$ cat src/design/ramped_step_pulse_generator_macros.svh
// Assertion macros shared by the step pulse generator modules.
`ifndef RAMPED_STEP_PULSE_GENERATOR_MACROS_SVH
`define RAMPED_STEP_PULSE_GENERATOR_MACROS_SVH

// Property that must hold at every clock edge outside reset.
`define RSPG_ASSERT(lbl, clk, rst_n, prop, msg) \
  lbl: assert property (@(posedge clk) disable iff (!rst_n) prop) else $error(msg);

// Condition that must never be seen at a clock edge outside reset.
`define RSPG_ASSERT_NEVER(lbl, clk, rst_n, cond, msg) \
  lbl: assert property (@(posedge clk) disable iff (!rst_n) !(cond)) else $error(msg);

`endif

$ cat src/design/rspg_pkg.sv
// Types and constants of the ramped step pulse generator.
`timescale 1ns / 1ps

package rspg_pkg;

  // Ramp table geometry.
  localparam int TABLE_DEPTH = 1024;
  localparam int TABLE_AW    = $clog2(TABLE_DEPTH);

  // Field widths.
  localparam int HZ_W    = 16;
  localparam int CNT_W   = 16;
  localparam int LEN_W   = 11;
  localparam int CFG_W   = 16;
  localparam int CFG_AW  = 2;

  // Timer base clock and the serial divider built around it.
  localparam int BASE_CLOCK_HZ = 72000000;
  localparam int NUM_W         = $clog2(BASE_CLOCK_HZ + 1);
  localparam int PROD_W        = 2 * HZ_W;
  localparam int STEP_W        = $clog2(NUM_W + 1);

  typedef enum logic [1:0] {
    OP_TICK  = 2'd0,
    OP_START = 2'd1,
    OP_STOP  = 2'd2,
    OP_LOAD  = 2'd3
  } op_e;

  typedef enum logic [CFG_AW-1:0] {
    CFG_PRESCALER = 2'd0,
    CFG_START_HZ  = 2'd1,
    CFG_RAMP_LEN  = 2'd2,
    CFG_STOP_CNT  = 2'd3
  } cfg_e;

  typedef struct packed {
    op_e               opcode;
    logic [TABLE_AW-1:0] table_index;
    logic [HZ_W-1:0]   table_hz;
  } in_item_t;

  typedef struct packed {
    logic              pulse_level;
    logic              step_event;
    logic              running;
    logic [CNT_W-1:0]  step_count;
    logic [CNT_W-1:0]  period_counts;
  } out_item_t;

  // Request to the period divider.
  typedef struct packed {
    logic              start;
    logic [HZ_W-1:0]   hz;
    logic [HZ_W-1:0]   prescaler;
  } div_req_t;

  // Answer of the period divider.
  typedef struct packed {
    logic              done;
    logic [CNT_W-1:0]  period;
  } div_rsp_t;

endpackage

$ cat src/design/rspg_rate_div.sv
// Period divider: base clock over prescaler times frequency, one quotient bit a cycle.
`timescale 1ns / 1ps
`include "ramped_step_pulse_generator_macros.svh"

module rspg_rate_div (
  input  logic               clk_i,
  input  logic               rst_ni,
  input  rspg_pkg::div_req_t req_i,
  output rspg_pkg::div_rsp_t rsp_o
);

  logic [rspg_pkg::PROD_W-1:0] prod_q;
  logic [rspg_pkg::NUM_W-1:0]  num_q;
  logic [rspg_pkg::NUM_W-1:0]  rem_q;
  logic [rspg_pkg::CNT_W-1:0]  quot_q;
  logic                        ovf_q;
  logic [rspg_pkg::STEP_W-1:0] bits_q;
  logic                        run_q;
  logic                        done_q;

  logic [rspg_pkg::HZ_W-1:0]   div_eff;
  logic [rspg_pkg::NUM_W:0]    trial;
  logic [rspg_pkg::PROD_W-1:0] trial_ext;
  logic                        fits;
  logic [rspg_pkg::PROD_W-1:0] diff;

  // A zero prescaler counts as one.
  assign div_eff = (req_i.prescaler == '0) ? rspg_pkg::HZ_W'(1) : req_i.prescaler;

  // One restoring step: bring down the next dividend bit and try the subtract.
  // A zero frequency gives a zero divisor, so every bit fits and the result
  // saturates to the maximum period.
  assign trial     = {rem_q, num_q[rspg_pkg::NUM_W-1]};
  assign trial_ext = rspg_pkg::PROD_W'(trial);
  assign fits      = (trial_ext >= prod_q);
  assign diff      = trial_ext - prod_q;

  // Control: run flag and completion pulse.
  always_ff @(posedge clk_i or negedge rst_ni) begin
    if (!rst_ni) begin
      run_q  <= 1'b0;
      done_q <= 1'b0;
    end else begin
      done_q <= 1'b0;
      if (req_i.start) begin
        run_q <= 1'b1;
      end else if (run_q && (bits_q == rspg_pkg::STEP_W'(1))) begin
        run_q  <= 1'b0;
        done_q <= 1'b1;
      end
    end
  end

  // Datapath: divisor product, dividend shifter, remainder and quotient shifter.
  always_ff @(posedge clk_i) begin
    if (req_i.start) begin
      prod_q <= rspg_pkg::PROD_W'(req_i.hz) * rspg_pkg::PROD_W'(div_eff);
      num_q  <= rspg_pkg::NUM_W'(rspg_pkg::BASE_CLOCK_HZ);
      rem_q  <= '0;
      quot_q <= '0;
      ovf_q  <= 1'b0;
      bits_q <= rspg_pkg::STEP_W'(rspg_pkg::NUM_W);
    end else if (run_q) begin
      rem_q  <= fits ? diff[rspg_pkg::NUM_W-1:0] : trial[rspg_pkg::NUM_W-1:0];
      quot_q <= {quot_q[rspg_pkg::CNT_W-2:0], fits};
      ovf_q  <= ovf_q | quot_q[rspg_pkg::CNT_W-1];
      num_q  <= {num_q[rspg_pkg::NUM_W-2:0], 1'b0};
      bits_q <= bits_q - rspg_pkg::STEP_W'(1);
    end
  end

  // Quotients beyond 16 bits saturate.
  assign rsp_o.done   = done_q;
  assign rsp_o.period = ovf_q ? '1 : quot_q;

  `RSPG_ASSERT(a_div_start_idle, clk_i, rst_ni, req_i.start |-> !run_q, "divider restarted while busy")
  `RSPG_ASSERT(a_div_last_step, clk_i, rst_ni, (run_q && (bits_q == rspg_pkg::STEP_W'(1)) && !req_i.start) |=> (done_q && !run_q), "divider missed its completion")

endmodule

$ cat config.mk
export PLATFORM = sky130hd
export DESIGN_NAME = rspg_rate_div
export DESIGN_NICKNAME = d
export VERILOG_FILES = /design/src/design/rspg_pkg.sv /design/src/design/rspg_rate_div.sv
export VERILOG_INCLUDE_DIRS = /design/src /design/src/design
export SDC_FILE = /design/constraint.sdc
export NUM_CORES = 1
export LEC_CHECK = 0
export BUFFER_PORTS_ARGS = -buffer_cell sky130_fd_sc_hd__clkbuf_2
export CAP_MARGIN = 20
export CORE_MARGIN = 3
export CORE_UTILIZATION = 50
export DETAILED_ROUTE_END_ITERATION = 16
export PLACE_DENSITY = 0.67
export SKIP_CTS_REPAIR_TIMING = 1
export SLEW_MARGIN = 0
export SYNTH_ARGS = -nofsm -noshare
export SYNTH_HDL_FRONTEND = slang
export SYNTH_SLANG_ARGS = --single-unit
$ cat constraint.sdc
create_clock -name clk_i -period 6.65 [get_ports clk_i]
set_input_delay 0.3325 -clock clk_i [delete_from_list [all_inputs] [get_ports clk_i]]
set_output_delay 0.3325 -clock clk_i [all_outputs]
set_load 0.1 [all_outputs]
======== Yosys cells after proc, flatten, opt, wreduce, memory -nomap -nowiden ========
Index checks and enable logic that the tools add are counted.
word-level totals
  register bits after elaboration ......... 101
  latch bits .............................. 0
  RAM bits ................................ 0
  ROM bits ................................ 0
  bits of input ports ..................... 35
  output and inout port bits .............. 17
  word-level logic and storage cells ...... 24
  memories ................................ 0
cells by class
  $add $sub $neg .......................... 2
  multipliers ............................. 1
  div/mod/pow operators ................... 0
  $lt $le $gt $ge ......................... 1
  equal/unequal tests ..................... 1
  shifts and indexed selects .............. 0
  muxes and demuxes ....................... 7
  bitwise gates (word level) .............. 1
  reduce and logical (&&, ||, !) cells .... 3
operators with widths
  operator               number
  $ge A28 B32 Y1         1
  $mul A16 B16 Y32       1
  $mux W16               2
  $mux W27               1
  $sub A27 B27 Y27       1
  $logic_not A16 Y1      1
  $eq A5 B1 Y1 const B   1
  $sub A5 B1 Y5 const B  1
  $mux W1                4
  $reduce_bool A2 Y1     1
  $logic_and A1 B1 Y1    1
  $or A1 B1 Y1           1

======== Logic depth before layout (Yosys ltp) ========
  depth after elaboration ................. 4
  depth in mapped cells ................... 24

======== Worst setup path before layout ========
Ideal clock, no wire load.
  path type ............................... in2reg
  start ................................... input req_i[7] (netlist name)
  end ..................................... register prod_q[24] (netlist name), data pin
  library setup time ...................... 0.258 ns
  arrival ................................. 5.943 ns
  slack ................................... 0.449 ns
  stages on the path ...................... 20
  path buffers ............................ 2
  cell sequence ........................... clkbuf_1 > clkbuf_1 > nand2_1 > fa_1 > fa_1 > inv_1 > fa_1 > fa_1 > fa_1 > inv_1 > fa_1 > inv_1 > ha_1 > and3_1 > and2_1 > a221o_1 > or4_1 > a31o_2 > a21oi_1 > xnor2_1
on the way
  cells in the longest elaborated chain, start to end .. 3
RTL lines
  element               line                 source
  start, declared       rspg_rate_div.sv:8   input rspg_pkg::div_req_t req_i,
  $logic_not A16 Y1     rspg_rate_div.sv:28  assign div_eff = (req_i.prescaler == '0) ? rspg_pkg::HZ_W'(1) : req_i.prescaler;
  $mux W16 *            rspg_rate_div.sv:28
  $mul A16 B16 Y32 *    rspg_rate_div.sv:57  prod_q <= rspg_pkg::PROD_W'(req_i.hz) * rspg_pkg::PROD_W'(div_eff);
  end signal, assigned  rspg_rate_div.sv:57
  end, declared         rspg_rate_div.sv:12  logic [rspg_pkg::PROD_W-1:0] prod_q;
Every way passes the cells marked *; elsewhere a longest branch is shown, timed or not.
A chain may end at the register's enable or synchronous reset.

======== Worst setup path after layout ========
  start ................................... input req_i[4] (netlist name)
  end ..................................... register prod_q[31] (netlist name), data pin
Same word-level chain as after synthesis.

==> out/metrics.cfg <==
[run_status]
status=finished, final reports clean

[cells_and_area]
final_util_pct=54.4
drive_gt1_share_pct=7.59
final_nets=1940
final_area_sq_um=14800
diodes=0
area_growth_pct=6.29

[global_routing]
grt_max_degree=52
gr-usage-all-layers_pct=20.9
grt_pass1_wl_um=52000
grt_pass1_vias=10511
grt_remaining_overflow=0
antenna_found_initial=0

[worst_setup_path]
regToRegStartpoint=prod_q[7]
path_class=primary input to register
arrival_ps=6150
crit_path_end_kind=register
r2r_slack_ps=3180
r2r_cells=12
crit_fanout=17
regToRegEndpoint=rem_q[7]
startpoint_type=primary input
worstPathRequired_ps=6740

[power_and_ir_drop]
pwr_density_cell_nw_per_um2=478
p_int_mw=3.68
fin_total_pwr_mw=7.07
seq_power_share_pct=14.7
swShare_pct=47.9
vdd_drop_max_mv=0.436
comb_power_share_pct=78.0
switching_power_mw=3.38
leakage_nw=7.58
clkPwrFrac_pct=7.2

[sta]
rsz0062_at_grt=no
period_share_pct=91.1
clock.fmax_mhz=165
finClkSkew_ps=10.7
finalSetupViolCount=0
tns_ps=0
slew_violations=0
fin_crit_ps=6060
hold_violations=0
timing.hold.ws_ps=306
tightest_slew_ps=691
slew_headroom_pct=53.6

[drt]
dr.pass1.iters=5
drt-wirelength-per-cell_um=15.6
drt_iter0_markers=610
drt_wl_total_um=30500
vias=10255
viasPerCell=5.25
drc=0
antenna_left=0

[clock_tree]
clockRootBuffer=clkbuf_16
cts_buffers=9
numClockSinks=101
cts_tree=yes
clock_latency_ps=340
clk_pin_slew_ps=70
h-tree-depth=3
clk_path_buf_depth=2

[die]
fp.coreArea_sq_um=27200
start_util_pct=51.2
die_h_um=173
die-width_um=173
rows=60
die_area_sq_um=29800
boundaryPins=52

[hold_path]
hp-class=primary input to asynchronous set/reset pin

[run]
max-cap-violations=0

[synthesis]
synth_area_sq_um=13900
synth_flop_cell=dfxtp_1
seq_area_frac_synth_pct=16.9
synth_fp_nets=1932
synth_cells=1568
synthDistinctLibCells=66
synth-seq-cells=101
yosys_warnings=0
synthArstFlopShare_pct=1.98
synth-edff-count=32
syn_area_per_cell_sq_um=8.87

[placed_design]
finalWeightedCongestion=0.927
port_buffers=51
postPlaceCellArea_sq_um=14500
hpwlAfterDp_um=24700

==> worst max-delay path by stage <==
| stage | from | end | slack [ps] | cells after the start |
|---|---|---|---|---|
| 2_1_floorplan | req_i[7] | prod_q[24] | 450 | 20 |
| 3_3_place_gp | req_i[24] | prod_q[31] | 310 | 22 |
| 3_5_place_dp | req_i[6] | prod_q[24] | 200 | 21 |
| 4_1_cts | req_i[6] | prod_q[24] | 580 | 21 |
| 5_1_grt | req_i[24] | prod_q[31] | 240 | 22 |
| 6_report | req_i[4] | prod_q[31] | 590 | 22 |
==> layout make-up <==
type	count	area, sq um
fillers	2583	12400
multi-input cells	1128	10300
flip-flops and latches	101	2360
inverters	264	991
well taps	372	465
repair buffers	72	418
clock buffers	11	254
clock inverters	5	38.8
==> cell usage after synthesis, types with 4 or more instances <==
cell type	number	area (sq um)
xor2_1	20	175
and2_1	126	788
inv_1	264	991
buf_1	6	22.5
xnor2_1	30	263
nor2_1	93	349
nor4_1	4	25.0
o211a_1	4	40.0
buf_2	4	20.0
nand3_1	14	70.1
mux2i_1	36	360
o21bai_1	10	75.1
ha_1	134	1680
nand2_1	182	683
edfxtp_1	32	961
and3_1	11	68.8
o21ai_0	23	115
fa_1	195	3900
dfxtp_1	67	1340
a21oi_1	70	350
o21a_1	5	37.5
nor2b_1	10	62.6
or2_2	19	119
nor3_1	9	45.0
clkbuf_1	61	229
a21o_1	27	203
nand4_1	9	56.3
o211ai_1	13	97.6
a31oi_1	4	25.0
a211oi_1	23	173
o21ai_1	5	25.0
nand2b_1	4	25.0
a211oi_2	4	50.1
==> power groups by stage <==
stage,combinational (mW),clock [mW],sequential (mW)
global placement,5.37,0,1.05
detailed placement,5.49,0,1.06
finish,5.51,0.510,1.04
global route,6.35,0.550,1.05
floorplan,4.33,0,1.05
CTS,5.53,0.522,1.04
==> state kept, by name, summed over array words and instances (netlist names) <==
name    count
quot_q     16
ovf_q       1
bits_q      5
num_q      18
prod_q     32
done_q      1
rem_q      27
run_q       1
==> metrics by stage <==
step	setup slack, ps	cells
finish	591	1953
global route	244	1953
CTS	583	1952
detailed placement	202	1936
global placement	307	1936
floorplan	449	1568
==> layout by cell type, fill, tap and decap left out, drive strengths merged, types with 10 or more instances in the layout <==
master    n
mux2i    36
o21bai   10
nand3    14
or2      19
xor2     20
a211oi   27
o21ai    28
dfxtp    67
a21oi    71
inv     267
clkbuf   61
nand2   182
nor2     93
and3     12
ha      134
a21o     27
buf      21
o211ai   13
nor2b    10
edfxtp   32
xnor2    30
and2    126
fa      195
==> logic make-up after synthesis <==
group                    after synthesis  share of synthesized area, %
XOR/XNOR                              50                          3.15
AND/OR/NAND/NOR                      493                          17.1
adder cells (fa/ha/maj)              329                          40.1
multiplexers                          37                          2.67
buffers and inverters                339                          9.32
flip-flops                           101                          16.9
AO/OA/AOI/OAI                        219                          10.7
==> worst max-delay path, cell delays in order <==
cell and delay [ps]:
clkbuf_2 230, and2_1 250, fa_1 530, inv_1 60, fa_1 530, fa_1 540, inv_1 60, fa_1 460
fa_1 540, inv_1 50, fa_1 520, inv_1 40, ha_1 340, a21oi_1 130, o21ai_0 170, and3_1 230
a221oi_1 210, o21ai_0 210, a21oi_1 310, o211ai_1 140, a21oi_1 190, xnor2_1 80
==> metal layers <==
metal  share of wire, %  track usage, %
met5                  0               0
met4                1.9            5.03
met3                4.3            1.67
met2                 47            35.4
met1                 47            29.4
Power figures use the tool's default switching activity.
